==> src/hdl/prns_ram.sv <==
// Generic single write port, single read port RAM with registered read data.
// No dependencies.
`default_nettype none

module prns_ram #(
	parameter int WIDTH = 8,
	parameter int DEPTH = 64
) (
	input  wire logic                             clk,
	input  wire logic                             we,
	input  wire logic [$clog2(DEPTH > 1 ? DEPTH : 2)-1:0] waddr,
	input  wire logic [WIDTH-1:0]                 wdata,
	input  wire logic                             re,
	input  wire logic [$clog2(DEPTH > 1 ? DEPTH : 2)-1:0] raddr,
	output logic      [WIDTH-1:0]                 rdata
);

	logic [WIDTH-1:0] mem_q [DEPTH];

	// Write port
	always_ff @(posedge clk) begin
		if (we) begin
			mem_q[waddr] <= wdata;
		end
	end

	// Registered read port, hold data between reads
	always_ff @(posedge clk) begin
		if (re) begin
			rdata <= mem_q[raddr];
		end
	end

endmodule

`default_nettype wire

==> config.mk <==
export PLATFORM = sky130hd
export DESIGN_NAME = prns_ram
export DESIGN_NICKNAME = d
export VERILOG_FILES = /design/src/hdl/prns_ram.sv
export SDC_FILE = /design/constraint.sdc
export NUM_CORES = 1
export LEC_CHECK = 0
export BUFFER_PORTS_ARGS = -buffer_cell sky130_fd_sc_hd__buf_2
export CAP_MARGIN = 20
export CORE_ASPECT_RATIO = 0.5
export CORE_UTILIZATION = 30
export CTS_CLUSTER_DIAMETER = 200
export DETAILED_ROUTE_END_ITERATION = 10
export SYNTH_ARGS = -nofsm -noshare
export SYNTH_HDL_FRONTEND = slang
export SYNTH_SLANG_ARGS = --single-unit
==> constraint.sdc <==
create_clock -name clk -period 2.47 [get_ports clk]
set_input_delay 0 -clock clk [delete_from_list [all_inputs] [get_ports clk]]
set_output_delay 0 -clock clk [all_outputs]
set_load 0.005 [all_outputs]
== After elaboration in Yosys (flattened, before gate mapping) ==
Memory sizes are Yosys's and may differ from the RTL's. A register that Yosys moved wholly into a read port is not among the register bits.
Index checks and enable logic that the tools add are counted.

* Register bits after elaboration: 0
* Bits in writable memories: 512
* Input port bits: 23
* Output and inout port bits: 8
* Logic and storage cells: 3
* Memories kept: 1

* Mux-type cells: 2

{| class="wikitable"
|+ Memories
! memory !! words !! bits a word !! rd ports !! clocked after memory_dff !! wr ports !! RTL line !! text
|-
| mem_q || 64 || 8 || 1 || 1 || 1 || 18 || <nowiki>logic [WIDTH-1:0] mem_q [DEPTH];</nowiki>
|}

{| class="wikitable"
|+ Operators by type and width
! kind !! count
|-
| $mux W1 || 2
|}

== Longest topological paths before layout ==
* Depth after elaboration: 2
* Depth in mapped cells: 9
* Gate-level depth less buffers: 5

== Least setup slack after synthesis ==
Ideal clock, no wire load.

* Kind: reg-to-reg
* Start: memory mem_q[29][4]
* End: register rdata[4], read port of mem_q (data pin)
* Library setup time: 0.270 ns
* Arrival: 1.560 ns
* Required time: 2.200 ns
* Slack: 0.640 ns
* Cell stages (with the launch flop): 6
* Buffers on the path: 0
* Period minus slack after synthesis: 1.830 ns
* Cell sequence: edfxtp_1 -> mux4_2 -> mux2_2 -> o221a_2 -> nor3_1 -> o32ai_1

{| class="wikitable"
|+ RTL lines
! what !! RTL line !! text
|-
| start: declaration || 18 ||
|-
| end: declaration || 15 || <nowiki>output logic [WIDTH-1:0] rdata</nowiki>
|}

==> metrics list <==
* Status: complete, no violations
- The via count of the first global-routing pass is 10,422.
* Post-Route Hold Slack: 29.5 ps
- For this run, asynchronously set or reset flops after synthesis account for 0.
* Width of the die: 369 um
- The routed design has 46,400 um of wire.
* VDD IR max: 0.000432 V
* Placeable core region: 65,800 um2
* Leakage component of the power: 7.54 nW
- Filler Cell Count: 5,970
- The setup path with the least slack is of type reg2reg.
- Most common flop cell mapped by yosys: sky130_fd_sc_hd__edfxtp_1
- Seq pwr share: 0.536
- Data on the critical path is required at its endpoint by 2800 ps.
* Nets: 1,116
- Entering global routing, the biggest net connects 47 pins.
* Starting Density: 0.308
- Yosys mapped the design onto 39 distinct sky130hd cell types.
* Antenna Nets Post-Route: 0
- The mapped netlist covers 20,200 um2.
- Internal power comes to 14.6 mW.
* Clock-pin slew reported for the worst setup and hold paths after clock tree synthesis: 60 ps
- In the post-synthesis netlist, the cell with the most instances is sky130_fd_sc_hd__edfxtp_1.
- List of cells traversed by the critical path: mux4_2 -> mux2_2 -> a221oi_1 -> buf_4 -> o2bb2ai_1
- Remaining global-route overflow: 0
- Number of antenna violations at the first check in global routing: 0
* Unrepaired setup endpoints after global routing: false
* Period utilisation layout: 0.934
- The count of pins over their slew limit is 0.
- Subtracting the final worst setup slack from the clock period gives 2310 ps.
- A synthesized cell averages 21.5 um2.
* Top cell types by occurrence after synthesis: sky130_fd_sc_hd__edfxtp_1, sky130_fd_sc_hd__mux4_2, sky130_fd_sc_hd__nor2_1
- Yosys printed 0 warnings.
- The number of failing hold endpoints at the final stage is 0.
- Area occupied by multi-input gates: 4320 um2
- During placement, the flow inserted port buffers numbering 30.
* Clock tree from TritonCTS: done
* Placed wire-length estimate: 30,400 um
* Sequential element share of the synthesized area: 0.771
- Of the total power, the share spent switching nets is 0.205.
* Number of storage elements in the synthesis netlist: 520
* Number of diodes added for antenna fixing: 0
* Share of power burned in the clock network: 0.412
* Library cell occupying the most area in the post-synthesis netlist: sky130_fd_sc_hd__edfxtp_1
- Worst path slowest cell: sky130_fd_sc_hd__a221oi_1
- In this run the number of H-tree levels came out at 2.
- DR vias: 9,920
- Final clock skew: 30.6 ps
- Net switching power figure: 3.75 mW
- Counting every sink on the clock net gives 520.
- Fraction of final layout cells with drive strength greater than 1: 0.315
* Overall track demand over capacity in global routing: 0.137
- The root buffer cell chosen for the clock tree is sky130_fd_sc_hd__clkbuf_16.
* Critical Path End Type: flip-flop
- The first global-routing pass estimated 69,300 um of wire.
- Synthesis produced 940 cells.
- Floorplan die area: 68,600 um2
- Worst skew pair latency: 570 ps
- Static timing analysis puts the maximum clock frequency at 433 MHz.
- Along the worst path, the maximum fanout reaches 1.
* Endpoint arrival time on the critical path: 2630 ps
- Startpoint class of the critical path: flip-flop
- Headroom to the max-slew limit came out at 0.508.
- Routability-driven placement finished with a final weighted congestion of 0.837.
* Slew at the pin with the worst max-slew slack: 738 ps
- Number of search-and-repair iterations in the first detailed-routing pass: 5
* Pwr Density: 768 nW/um2
- Initial detailed-routing violation count: 902
- Max incr delay on CP: 650 ps
- Setup violations remaining at the end of the flow were counted as 0.
- In the final routed layout, each cell accounts on average for 23.0 um.
- Number of buffers added by the clock tree synthesis step: 49
- Buffers inserted by post-CTS timing repair: 0
- Max-cap violations in this run came to 0.
* Drc violations: 0
- The area growth from synthesis to layout is 17.8%.
- The finished layout holds 2,015 standard cells, fillers aside.
- Summing all flip-flop and latch instances after layout gives 15,600 um2.
* Worst min-delay path class: in2reg
* Number of enable-type register cells in the synthesized netlist: 520
- Proportion of netlist area held by the largest area contributor: 0.771
- Leading post-synthesis cells by cell area: sky130_fd_sc_hd__edfxtp_1, sky130_fd_sc_hd__mux4_2, sky130_fd_sc_hd__nor2_1, sky130_fd_sc_hd__mux2i_1, sky130_fd_sc_hd__mux2_2
- Num ports: 31
* Row count: 66
- No sink is reached through more buffers than the 3 on the longest clock path.
- Counting tap cells, the placed design contains a total of 1,918 instances.
- Detailed-route vias per instance: 4.92
* Syn Nets: 963
- Portion of total power attributed to combinational logic: 0.053
* Die height: 186 um
## worst paths after layout
kind                startpoint      endpoint  slack (ps)  depth (start not counted)
setup / recovery  mem_q[41][0]      rdata[0]         160                          5
hold / removal        waddr[2]  mem_q[52][7]          30                          3
setup reg to reg  mem_q[41][0]      rdata[0]         160                          5
hold reg to reg   mem_q[30][6]      rdata[6]         920                          3
## per-stage QoR
stage / cell area [um2] / setup TNS, ps / setup WS (ps) / util / power, mW
after CTS: 23900 / 0 / 52.9 / 0.362 / 18.5
after global routing: 23900 / 0 / 17.6 / 0.362 / 18.8
final: 23900 / 0 / 163 / 0.362 / 18.3
after detailed placement: 22200 / -3.31 / -2.82 / 0.337 / 11.0
after global placement: 22200 / -15.0 / -15.0 / 0.337 / 10.9
after floorplan: 20200 / 0 / 640 / - / 10.5
## layer usage
layer  up-vias  track usage  share of wire
met4         0       0.0475          0.029
met5         -            0              0
met1      5240        0.183           0.42
li1       4244            -              -
met2       354        0.226           0.48
met3        82       0.0252          0.070
## cell type report
type,instances,share of cell area
multi-input combinational,369,0.181
timing repair buffer,153,0.0506
clock buffer,61,0.0551
sequential,520,0.655
tap,884,0.0464
clock inverter,28,0.0123
## kinds of logic (layout without fill, tap and decap cells)
logic type,count (synthesis),in the layout,synth area share
AOI/OAI and AO/OA,54,54,0.0206
buffers and inverters,51,242,0.0156
DFF,520,520,0.771
muxes,162,162,0.159
and+or+nand+nor,153,153,0.0337
## power by group through the flow
stage	Clock, mW	Combinational, mW	Sequential (mW)
6_report	7.54	0.964	9.81
5_1_grt	8.00	1.03	9.81
4_1_cts	7.68	0.972	9.81
3_5_place_dp	0	0.958	10.0
3_3_place_gp	0	0.936	10.0
2_1_floorplan	0	0.521	9.99
## sequential cells by signal, indices dropped and copies added (netlist names)
name / count
rdata: 8
mem_q: 512
## worst max-delay path, delay by kind of cell (launching register included)
family,cells,cell delay [ps]
mux,2,750
buf+inv,1,220
compound gates,2,710
flops,1,380
## cells in the final DEF, fill, tap and decap left out, types with 4 or more instances in the layout
cell	instances
sky130_fd_sc_hd__edfxtp_1	520
sky130_fd_sc_hd__mux4_2	126
sky130_fd_sc_hd__buf_4	109
sky130_fd_sc_hd__nor2_1	83
sky130_fd_sc_hd__clkbuf_16	51
sky130_fd_sc_hd__buf_2	27
sky130_fd_sc_hd__mux2i_1	23
sky130_fd_sc_hd__nand2_1	19
sky130_fd_sc_hd__nor2b_1	14
sky130_fd_sc_hd__mux2_2	13
sky130_fd_sc_hd__nand3_1	13
sky130_fd_sc_hd__clkinv_1	10
sky130_fd_sc_hd__clkbuf_1	10
sky130_fd_sc_hd__o221ai_1	8
sky130_fd_sc_hd__o22ai_1	8
sky130_fd_sc_hd__dlygate4sd3_1	8
sky130_fd_sc_hd__buf_12	8
sky130_fd_sc_hd__nand2b_1	7
sky130_fd_sc_hd__nor3_1	7
sky130_fd_sc_hd__clkinv_2	7
sky130_fd_sc_hd__bufinv_16	6
sky130_fd_sc_hd__a221oi_1	5
sky130_fd_sc_hd__a211oi_1	4
## what timing repair did
action                                  4_1_cts  5_1_grt
hold buffers                                  8        0
resized for setup                             0        1
hold endpoints to repair                    148        0
endpoints found under the setup margin        0        1
(Power assumes the default switching activity.)
